===== src/hdl/bfp_pkg.sv =====
// bfp_pkg: shared constants, types and field decode for the box frame parser
// no dependencies; used by box_frame_parser
`timescale 1ns / 1ps
`default_nettype none

package bfp_pkg;

   localparam int MAX_PAYLOAD = 50;
   localparam int FRAME_LEN   = 16;
   localparam int COUNT_W     = 6;
   localparam int HEAD_IDX_W  = $clog2(FRAME_LEN);
   localparam int FIELD_LEN   = 3;
   localparam int NUM_CORNERS = 4;
   localparam int COORD_W     = 11;
   localparam int AREA_W      = 17;
   localparam int QUOT_W      = 7;

   // floor(d / 10) == (d * 1639) >> 14 for every d below 2730
   localparam int DIV10_MUL   = 1639;
   localparam int DIV10_SHIFT = 14;
   localparam int DIV10_PROD_W = 2 * COORD_W;

   localparam logic [7:0] CHAR_DOLLAR = 8'h24;
   localparam logic [7:0] CHAR_HASH   = 8'h23;
   localparam logic [7:0] CHAR_COMMA  = 8'h2c;
   localparam logic [7:0] CHAR_PLUS   = 8'h2b;
   localparam logic [7:0] CHAR_MINUS  = 8'h2d;
   localparam logic [7:0] CHAR_SPACE  = 8'h20;
   localparam logic [7:0] CHAR_ZERO   = 8'h30;
   localparam logic [7:0] CHAR_NINE   = 8'h39;
   localparam logic [7:0] CHAR_TAB    = 8'h09;
   localparam logic [7:0] CHAR_CR     = 8'h0d;

   typedef enum logic [1:0] {
      STATUS_OK     = 2'd0,
      STATUS_FORMAT = 2'd1,
      STATUS_ORDER  = 2'd2
   } status_type;

   typedef logic signed [COORD_W-1:0] coord_type;
   typedef logic [AREA_W-1:0]         area_type;
   typedef logic [FIELD_LEN-1:0][7:0] field_type;

   function automatic logic is_space(input logic [7:0] c);
      return c inside {CHAR_SPACE, [CHAR_TAB:CHAR_CR]};
   endfunction

   function automatic logic is_digit(input logic [7:0] c);
      return c inside {[CHAR_ZERO:CHAR_NINE]};
   endfunction

   // atoi over a three-character field: whitespace, optional sign, digits
   function automatic coord_type decode_field(input field_type p);
      logic       in_digits;
      logic       done;
      logic       neg;
      logic [9:0] v;
      logic [13:0] acc;
      coord_type  mag;
      in_digits = 1'b0;
      done      = 1'b0;
      neg       = 1'b0;
      v         = '0;
      for (int k = 0; k < FIELD_LEN; k++) begin
         acc = 14'(v) * 14'd10 + 14'(p[k][3:0]);
         if (!done) begin
            if (!in_digits && is_space(p[k])) begin
               in_digits = 1'b0;
            end else if (!in_digits && (p[k] == CHAR_PLUS || p[k] == CHAR_MINUS)) begin
               neg       = (p[k] == CHAR_MINUS);
               in_digits = 1'b1;
            end else if (is_digit(p[k])) begin
               v         = acc[9:0];
               in_digits = 1'b1;
            end else begin
               done = 1'b1;
            end
         end
      end
      mag = $signed({1'b0, v});
      return neg ? -mag : mag;
   endfunction

endpackage

`default_nettype wire


===== src/hdl/box_frame_parser.sv =====
// box_frame_parser: byte stream parser for $aaa,bbb,ccc,ddd,# bounding-box frames
// depends on bfp_pkg
//
// usage:
//   req channel: one received byte per beat (req_valid / req_stall / req_rx_byte)
//   rsp channel: one result beat per '#' that closes an open frame, carrying the
//     status and the stored corners, center and area after that frame
//   a byte is taken in every cycle unless the result register is full and
//     stalled; any number of bytes may follow each other back to back
//   a result is registered in turn by the decode register, the difference /
//     divide-by-ten register and the result register after its '#' is accepted
//   throughput: one byte per unstalled cycle; at most one result per two bytes
//   reset: synchronous, active high; closes any frame and clears the stored
//     corners, center and area to zero; no clearing sweep, ready at once
//   rsp_stall: the whole pipeline holds and req_stall is raised until the
//     result beat is taken; a stalled result keeps its value
//   bad format leaves all stored values untouched; corners out of order update
//     the corners but keep center and area
`timescale 1ns / 1ps
`default_nettype none

module box_frame_parser (
   input  wire logic                 clock,
   input  wire logic                 reset,
   input  wire logic                 req_valid,
   output logic                      req_stall,
   input  wire logic [7:0]           req_rx_byte,
   output logic                      rsp_valid,
   input  wire logic                 rsp_stall,
   output bfp_pkg::status_type       rsp_status,
   output bfp_pkg::coord_type        rsp_left_x,
   output bfp_pkg::coord_type        rsp_top_y,
   output bfp_pkg::coord_type        rsp_right_x,
   output bfp_pkg::coord_type        rsp_bottom_y,
   output bfp_pkg::coord_type        rsp_center_x,
   output bfp_pkg::coord_type        rsp_center_y,
   output bfp_pkg::area_type         rsp_box_area
);
   import bfp_pkg::*;

   logic advance;
   logic accept;

   // byte-level frame state
   logic               in_frame_ff, in_frame_in;
   logic [COUNT_W-1:0] byte_count_ff, byte_count_in;
   logic               zero_seen_ff, zero_seen_in;
   logic [COUNT_W-1:0] first_zero_ff, first_zero_in;
   logic [7:0]         head_ff [FRAME_LEN];
   logic               head_we;
   logic               close_in;

   // decode stage
   logic       len_ok;
   logic       comma_ok;
   coord_type  dec_corner [NUM_CORNERS];
   logic       s1_valid_ff;
   logic       s1_fmt_ok_ff;
   coord_type  s1_corner_ff [NUM_CORNERS];

   // difference stage
   logic signed [COORD_W:0]  dx_full, dy_full;
   logic                     order_bad;
   status_type               s2_status_in;
   logic [DIV10_PROD_W-1:0]  div_prod;
   logic                     s2_valid_ff;
   status_type               s2_status_ff;
   coord_type                s2_corner_ff [NUM_CORNERS];
   logic [COORD_W-1:0]       s2_dx_ff, s2_dy_ff;
   logic [QUOT_W-1:0]        s2_quot_ff;

   // result stage, also the stored values
   logic signed [COORD_W:0]  cx_sum, cy_sum;
   logic [AREA_W:0]          area_prod;
   logic                     rsp_valid_ff;
   status_type               rsp_status_ff;
   coord_type                corner_ff [NUM_CORNERS];
   coord_type                center_x_ff, center_y_ff;
   area_type                 box_area_ff;

   assign advance   = !rsp_valid_ff || !rsp_stall;
   assign req_stall = !advance;
   assign accept    = req_valid && advance;

   always_comb begin
      in_frame_in   = in_frame_ff;
      byte_count_in = byte_count_ff;
      zero_seen_in  = zero_seen_ff;
      first_zero_in = first_zero_ff;
      head_we       = 1'b0;
      close_in      = 1'b0;
      if (accept) begin
         if (!in_frame_ff) begin
            if (req_rx_byte == CHAR_DOLLAR) begin
               in_frame_in   = 1'b1;
               byte_count_in = '0;
               zero_seen_in  = 1'b0;
               first_zero_in = '0;
            end
         end else if (req_rx_byte == CHAR_HASH || req_rx_byte == CHAR_DOLLAR ||
                      byte_count_ff >= COUNT_W'(MAX_PAYLOAD)) begin
            close_in      = (req_rx_byte == CHAR_HASH);
            in_frame_in   = 1'b0;
            byte_count_in = '0;
            zero_seen_in  = 1'b0;
            first_zero_in = '0;
         end else begin
            head_we       = (byte_count_ff < COUNT_W'(FRAME_LEN));
            byte_count_in = byte_count_ff + COUNT_W'(1);
            if (req_rx_byte == 8'h00 && !zero_seen_ff) begin
               zero_seen_in  = 1'b1;
               first_zero_in = byte_count_ff;
            end
         end
      end
   end

   // frame check and field decode on the stored head
   always_comb begin
      len_ok = zero_seen_ff ? (first_zero_ff == COUNT_W'(FRAME_LEN))
                            : (byte_count_ff == COUNT_W'(FRAME_LEN));
      comma_ok = 1'b1;
      for (int i = 0; i < FRAME_LEN; i++) begin
         if ((head_ff[i] == CHAR_COMMA) != ((i & 3) == 3)) begin
            comma_ok = 1'b0;
         end
      end
      for (int k = 0; k < NUM_CORNERS; k++) begin
         dec_corner[k] = decode_field({head_ff[4*k+2], head_ff[4*k+1], head_ff[4*k]});
      end
   end

   always_comb begin
      dx_full   = (COORD_W+1)'(s1_corner_ff[2]) - (COORD_W+1)'(s1_corner_ff[0]);
      dy_full   = (COORD_W+1)'(s1_corner_ff[3]) - (COORD_W+1)'(s1_corner_ff[1]);
      order_bad = (s1_corner_ff[0] > s1_corner_ff[2]) || (s1_corner_ff[1] > s1_corner_ff[3]);
      div_prod  = DIV10_PROD_W'(dx_full[COORD_W-1:0]) * DIV10_PROD_W'(DIV10_MUL);
      if (!s1_fmt_ok_ff) begin
         s2_status_in = STATUS_FORMAT;
      end else if (order_bad) begin
         s2_status_in = STATUS_ORDER;
      end else begin
         s2_status_in = STATUS_OK;
      end
   end

   always_comb begin
      cx_sum    = $signed({2'b00, s2_dx_ff[COORD_W-1:1]}) + (COORD_W+1)'(s2_corner_ff[0]);
      cy_sum    = $signed({2'b00, s2_dy_ff[COORD_W-1:1]}) + (COORD_W+1)'(s2_corner_ff[1]);
      area_prod = (AREA_W+1)'(s2_quot_ff) * (AREA_W+1)'(s2_dy_ff);
   end

   always_ff @(posedge clock) begin
      if (reset) begin
         in_frame_ff   <= 1'b0;
         byte_count_ff <= '0;
         zero_seen_ff  <= 1'b0;
         first_zero_ff <= '0;
         s1_valid_ff   <= 1'b0;
         s2_valid_ff   <= 1'b0;
         rsp_valid_ff  <= 1'b0;
         rsp_status_ff <= STATUS_OK;
         for (int k = 0; k < NUM_CORNERS; k++) begin
            corner_ff[k] <= '0;
         end
         center_x_ff <= '0;
         center_y_ff <= '0;
         box_area_ff <= '0;
      end else begin
         in_frame_ff   <= in_frame_in;
         byte_count_ff <= byte_count_in;
         zero_seen_ff  <= zero_seen_in;
         first_zero_ff <= first_zero_in;
         if (advance) begin
            s1_valid_ff  <= close_in;
            s2_valid_ff  <= s1_valid_ff;
            rsp_valid_ff <= s2_valid_ff;
            if (s2_valid_ff) begin
               rsp_status_ff <= s2_status_ff;
               if (s2_status_ff != STATUS_FORMAT) begin
                  for (int k = 0; k < NUM_CORNERS; k++) begin
                     corner_ff[k] <= s2_corner_ff[k];
                  end
               end
               if (s2_status_ff == STATUS_OK) begin
                  center_x_ff <= cx_sum[COORD_W-1:0];
                  center_y_ff <= cy_sum[COORD_W-1:0];
                  box_area_ff <= area_prod[AREA_W-1:0];
               end
            end
         end
      end
   end

   always_ff @(posedge clock) begin
      if (head_we) begin
         head_ff[byte_count_ff[HEAD_IDX_W-1:0]] <= req_rx_byte;
      end
      if (advance) begin
         s1_fmt_ok_ff <= len_ok && comma_ok;
         for (int k = 0; k < NUM_CORNERS; k++) begin
            s1_corner_ff[k] <= dec_corner[k];
            s2_corner_ff[k] <= s1_corner_ff[k];
         end
         s2_status_ff <= s2_status_in;
         s2_dx_ff     <= dx_full[COORD_W-1:0];
         s2_dy_ff     <= dy_full[COORD_W-1:0];
         s2_quot_ff   <= div_prod[DIV10_SHIFT +: QUOT_W];
      end
   end

   assign rsp_valid    = rsp_valid_ff;
   assign rsp_status   = rsp_status_ff;
   assign rsp_left_x   = corner_ff[0];
   assign rsp_top_y    = corner_ff[1];
   assign rsp_right_x  = corner_ff[2];
   assign rsp_bottom_y = corner_ff[3];
   assign rsp_center_x = center_x_ff;
   assign rsp_center_y = center_y_ff;
   assign rsp_box_area = box_area_ff;

`ifndef SYNTHESIS
   a_count_bound: assert property (@(posedge clock) disable iff (reset)
      byte_count_ff <= COUNT_W'(MAX_PAYLOAD))
      else $error("payload count past limit");

   a_idle_clean: assert property (@(posedge clock) disable iff (reset)
      !in_frame_ff |-> (byte_count_ff == '0 && !zero_seen_ff))
      else $error("frame state left over outside a frame");

   a_zero_pos: assert property (@(posedge clock) disable iff (reset)
      zero_seen_ff |-> (first_zero_ff < byte_count_ff))
      else $error("first zero position beyond payload count");

   a_close_token: assert property (@(posedge clock) disable iff (reset)
      (accept && in_frame_ff && req_rx_byte == CHAR_HASH) |=> s1_valid_ff)
      else $error("closing beat lost before decode stage");

   a_format_keeps: assert property (@(posedge clock) disable iff (reset)
      (advance && s2_valid_ff && s2_status_ff == STATUS_FORMAT) |=>
         (corner_ff[0] == $past(corner_ff[0]) && center_x_ff == $past(center_x_ff) &&
          box_area_ff == $past(box_area_ff)))
      else $error("bad frame changed stored values");
`endif

endmodule

`default_nettype wire

===== config.mk =====
export PLATFORM = sky130hd
export DESIGN_NAME = box_frame_parser
export DESIGN_NICKNAME = d
export VERILOG_FILES = /design/src/hdl/bfp_pkg.sv /design/src/hdl/box_frame_parser.sv
export SDC_FILE = /design/constraint.sdc
export NUM_CORES = 1
export LEC_CHECK = 0
export ABC_AREA = 1
export BUFFER_PORTS_ARGS = -buffer_cell sky130_fd_sc_hd__buf_4
export CAP_MARGIN = 20
export CORE_MARGIN = 2
export CORE_UTILIZATION = 45
export CTS_BUF_LIST = sky130_fd_sc_hd__clkbuf_8
export CTS_CLUSTER_DIAMETER = 50
export DETAILED_ROUTE_END_ITERATION = 8
export PLACE_DENSITY = 0.59
export SYNTH_ARGS = -nofsm -noshare
export SYNTH_HDL_FRONTEND = slang
export SYNTH_SLANG_ARGS = --single-unit

===== constraint.sdc =====
create_clock -name clock -period 12.7 [get_ports clock]
set_input_delay 0.635 -clock clock [delete_from_list [all_inputs] [get_ports clock]]
set_output_delay 0.635 -clock clock [all_outputs]
set_load 0.02 [all_outputs]

==> reports/summary.json <==
{
  "setup_path": {
    "reg2reg_to": "s2_quot_ff[6]",
    "worstRegToRegCells": 26,
    "r2r_slack_ns": 6.25,
    "worstSetupEndpointType": "flop",
    "max_stage_delay_ns": 0.54,
    "timing.critical_path.to": "s2_quot_ff[6]",
    "timing_worst_setup_path_type": "flop to flop",
    "crit_required_ns": 13.09,
    "path_max_fanout": 4,
    "crit_path_launch_type": "flop",
    "worst_setup_path_startpoint": "s1_corner_ff[2][0]",
    "r2r_start": "s1_corner_ff[2][0]",
    "critical_path_arrival_ns": 6.85,
    "crit_slowest_cell": "sky130_fd_sc_hd__fa_1",
    "critical-path-top-cell-by-count": "sky130_fd_sc_hd__fa_1"
  },
  "sta": {
    "slew_at_the_pin_with_the_worst_max_slew_slack_ns": 1.03,
    "slew_violations": 0,
    "timing.setup.tns_ns": 0,
    "setup_violations": 0,
    "max_freq_mhz": 155,
    "timing.slew.headroom_pct": 30.9,
    "clock-skew-final_ns": 0.0315,
    "hold_violations": 0,
    "finalCritPeriodShare_pct": 50.8,
    "post-route-min-period_ns": 6.45,
    "rsz0062_at_grt": "false"
  },
  "logic_synthesis": {
    "synth_sequential_area_ratio_pct": 39.1,
    "syn-mean-instance-area_um2": 8.48,
    "synth-warning-count": 0,
    "syn-num-nets": 3322,
    "synth-edff-count": 291,
    "synthDistinctLibCells": 62,
    "synth_seq_cells": 349,
    "syn-instance-count": 2985,
    "synth_ff_type": "sky130_fd_sc_hd__edfxtp_1",
    "syn-cell-area_um2": 25300,
    "asr_flop_ratio_synth_pct": 0
  },
  "global_routing": {
    "antenna_found_initial": 0,
    "gr-usage-all-layers_pct": 20.7,
    "grt_start_max_net_pins": 75,
    "gr-total-overflow": 0,
    "grt_first_pass_wirelength_um": 95300,
    "grt_pass1_vias": 19100
  },
  "final_layout": {
    "register_area_um2": 9900,
    "design.final.nets": 3455,
    "post_route_cells_drive_above_1_share_pct": 9.62,
    "multi_input_comb_area_um2": 13200,
    "num-fill-cells": 5300,
    "synthToLayoutAreaGrowth_pct": 11.1,
    "num_antenna_cells": 0
  },
  "routing": {
    "via_cell_ratio": 4.91,
    "drtPass1Iterations": 6,
    "vias": 19200,
    "wire_per_inst_um": 14.9,
    "route.antenna.remaining_nets": 0,
    "route.detailed.drc": 0,
    "final_routed_wirelength_across_all_metal_layers_um": 58600,
    "detailedRoute.firstIterationViolations": 933
  },
  "placement": {
    "gpl.final_weighted_congestion": 0.895,
    "numPortBuffers": 98,
    "hpwl_after_detailed_placement_um": 46000
  },
  "clocking": {
    "numCtsBuffers": 67,
    "maximum_root_to_sink_buffer_count": 3,
    "post_cts_hold_buffer_count": 0,
    "cts.repair.resized": 0,
    "tritoncts": "yes",
    "tritoncts_num_sinks": 349,
    "worst_skew_pair.late_latency_ns": 0.64,
    "worst_path_clk_slew_ns": 0.06,
    "post_cts_buffers": 0,
    "cts_root_buffer": "sky130_fd_sc_hd__clkbuf_8",
    "cts.htree.levels": 3
  },
  "power": {
    "leakage_uw": 0.0143,
    "ir_drop_worst_vdd_mv": 0.0815,
    "power_uw": 2350,
    "pwr_density_cell_nw_per_um2": 83.6
  },
  "run_status": {
    "run_status": "completed"
  },
  "floorplan": {
    "num_rows": 86,
    "effective_utilization_at_floorplan_pct": 45.8,
    "die-area_um2": 58200,
    "chipHeight_um": 241,
    "core_region_area_um2": 55300,
    "ios": 99,
    "chipWidth_um": 241
  },
  "min_path": {
    "worst_hold_path_type": "input port to flop"
  },
  "job": {
    "max_capacitance_violation_total": 0
  }
}
final cells by class:
type / count / area share [%]
sequential: 349 / 35.2
inverter: 542 / 7.24
multi-input combinational: 2057 / 46.9
timing repair buffer: 101 / 2.70
tap: 748 / 3.33
clock inverter: 51 / 1.22
clock buffer: 70 / 3.43
worst min-delay path by stage:
stage | slack (ns) | startpoint | depth (start not counted) | end
final | 0.40 | req_rx_byte[7] | 1 | head_ff[3][7]
after global routing | 0.36 | req_rx_byte[6] | 1 | head_ff[10][6]
after CTS | 0.35 | req_rx_byte[6] | 1 | head_ff[0][6]
after detailed placement | 0.44 | s1_corner_ff[0][3] | 0 | s2_corner_ff[0][3]
after global placement | 0.43 | s1_corner_ff[0][2] | 0 | s2_corner_ff[0][2]
after floorplan | 0.43 | s1_corner_ff[0][10] | 0 | s2_corner_ff[0][10]
logic make-up (layout without fill, tap and decap cells):
| kind of cell | after synthesis | count (layout) | synth area share, % |
|---|---|---|---|
| DFF | 349 | 349 | 39.1 |
| AOI/OAI and AO/OA | 286 | 286 | 6.43 |
| and+or+nand+nor | 1341 | 1341 | 23.0 |
| xor gates and xnor gates | 105 | 105 | 3.63 |
| adders and majority gates | 325 | 325 | 18.9 |
| buffers and inverters | 579 | 764 | 8.89 |
worst max-delay path: cells and delay by family, from the launching register on:
family,cells,cell delay (ns)
buffers and inverters,3,0.28
flip-flops,1,0.39
AND/OR/NAND/NOR,5,0.46
adder cells (fa/ha/maj),8,3.45
AO/OA/AOI/OAI,8,1.42
XOR/XNOR,2,0.22
cells in the final DEF (no fill, tap or decap), types with 35 or more instances in the layout:
master and count:
sky130_fd_sc_hd__nand2_1 678, sky130_fd_sc_hd__xor2_1 74, sky130_fd_sc_hd__nand3_1 151, sky130_fd_sc_hd__buf_4 101, sky130_fd_sc_hd__nor3_1 35, sky130_fd_sc_hd__ha_1 228, sky130_fd_sc_hd__nand4_1 42, sky130_fd_sc_hd__inv_1 548
sky130_fd_sc_hd__edfxtp_1 291, sky130_fd_sc_hd__dfxtp_1 58, sky130_fd_sc_hd__fa_1 97, sky130_fd_sc_hd__clkbuf_8 70, sky130_fd_sc_hd__a21oi_1 113, sky130_fd_sc_hd__nor2_1 319, sky130_fd_sc_hd__o21ai_0 96
synth_stat cells (6+ instances only):
master                     number  share of area, %
sky130_fd_sc_hd__buf_6          7              0.31
sky130_fd_sc_hd__nand2_4        6              0.27
sky130_fd_sc_hd__inv_2         11              0.16
sky130_fd_sc_hd__nand3_1      152               3.0
sky130_fd_sc_hd__xor2_1        74               2.6
sky130_fd_sc_hd__nand3b_1      15              0.44
sky130_fd_sc_hd__nand2_1      680                10
sky130_fd_sc_hd__o21ai_0       96               1.9
sky130_fd_sc_hd__nor2_2        13              0.32
sky130_fd_sc_hd__o21ai_1       11              0.22
sky130_fd_sc_hd__fa_1          97               7.7
sky130_fd_sc_hd__nand2_2       30              0.74
sky130_fd_sc_hd__xnor2_1       31               1.1
sky130_fd_sc_hd__nand3_2        9              0.36
sky130_fd_sc_hd__clkbuf_1      22              0.33
sky130_fd_sc_hd__nor2_1       320               4.7
sky130_fd_sc_hd__or2_2         12              0.30
sky130_fd_sc_hd__edfxtp_1     291                35
sky130_fd_sc_hd__nand4_1       42               1.0
sky130_fd_sc_hd__o21ai_2        8              0.28
sky130_fd_sc_hd__nor3_1        35              0.69
sky130_fd_sc_hd__o211ai_1      13              0.39
sky130_fd_sc_hd__dfxtp_1       58               4.6
sky130_fd_sc_hd__inv_1        527               7.8
sky130_fd_sc_hd__a21oi_1      113               2.2
sky130_fd_sc_hd__nor2_4         6              0.27
sky130_fd_sc_hd__o21bai_1       6              0.18
sky130_fd_sc_hd__ha_1         228                11
layer usage:
layer / up-vias / wire length (um) / part of all wire (%) / global-route usage, %
met1: 8845 / 27200 / 46 / 27.0
li1: 9929 / - / - / -
met4: 0 / 1880 / 3.2 / 7.67
met5: - / 0 / 0 / 0
met3: 112 / 2110 / 3.6 / 3.03
met2: 354 / 27400 / 47 / 35.0
metrics by stage:
| stage | instance area, um2 | std cells | hold WS [ns] | util, % | setup WS [ns] |
|---|---|---|---|---|---|
| 2_1_floorplan | 25300 | 2985 | 0.426 | - | 6.87 |
| 3_3_place_gp | 26800 | 3797 | 0.432 | 48.5 | 6.28 |
| 3_5_place_dp | 26800 | 3797 | 0.437 | 48.5 | 6.27 |
| 4_1_cts | 28100 | 3918 | 0.346 | 50.9 | 6.27 |
| 5_1_grt | 28100 | 3918 | 0.364 | 50.9 | 5.65 |
| 6_report | 28100 | 3918 | 0.400 | 50.9 | 6.25 |
flip-flops by register name (all words and copies together) (netlist names):
register       count
s2_valid_ff        1
s1_valid_ff        1
byte_count_ff      6
in_frame_ff        1
s1_corner_ff      44
rsp_status         2
zero_seen_ff       1
s2_dx_ff          10
s2_quot_ff         7
head_ff          128
s1_fmt_ok_ff       1
s2_corner_ff      44
s2_dy_ff          11
first_zero_ff      6
s2_status_ff       2
rsp_box_area      17
rsp_center_x      11
corner_ff         44
rsp_center_y      11
rsp_valid          1
report_power, final:
group | internal (uW) | switching (uW) | total [uW]
sequential | 1240 | 1.79 | 1240
clock | 596 | 480 | 1080
combinational | 9.39 | 27.1 | 36.5
Power figures use the tool's default switching activity.
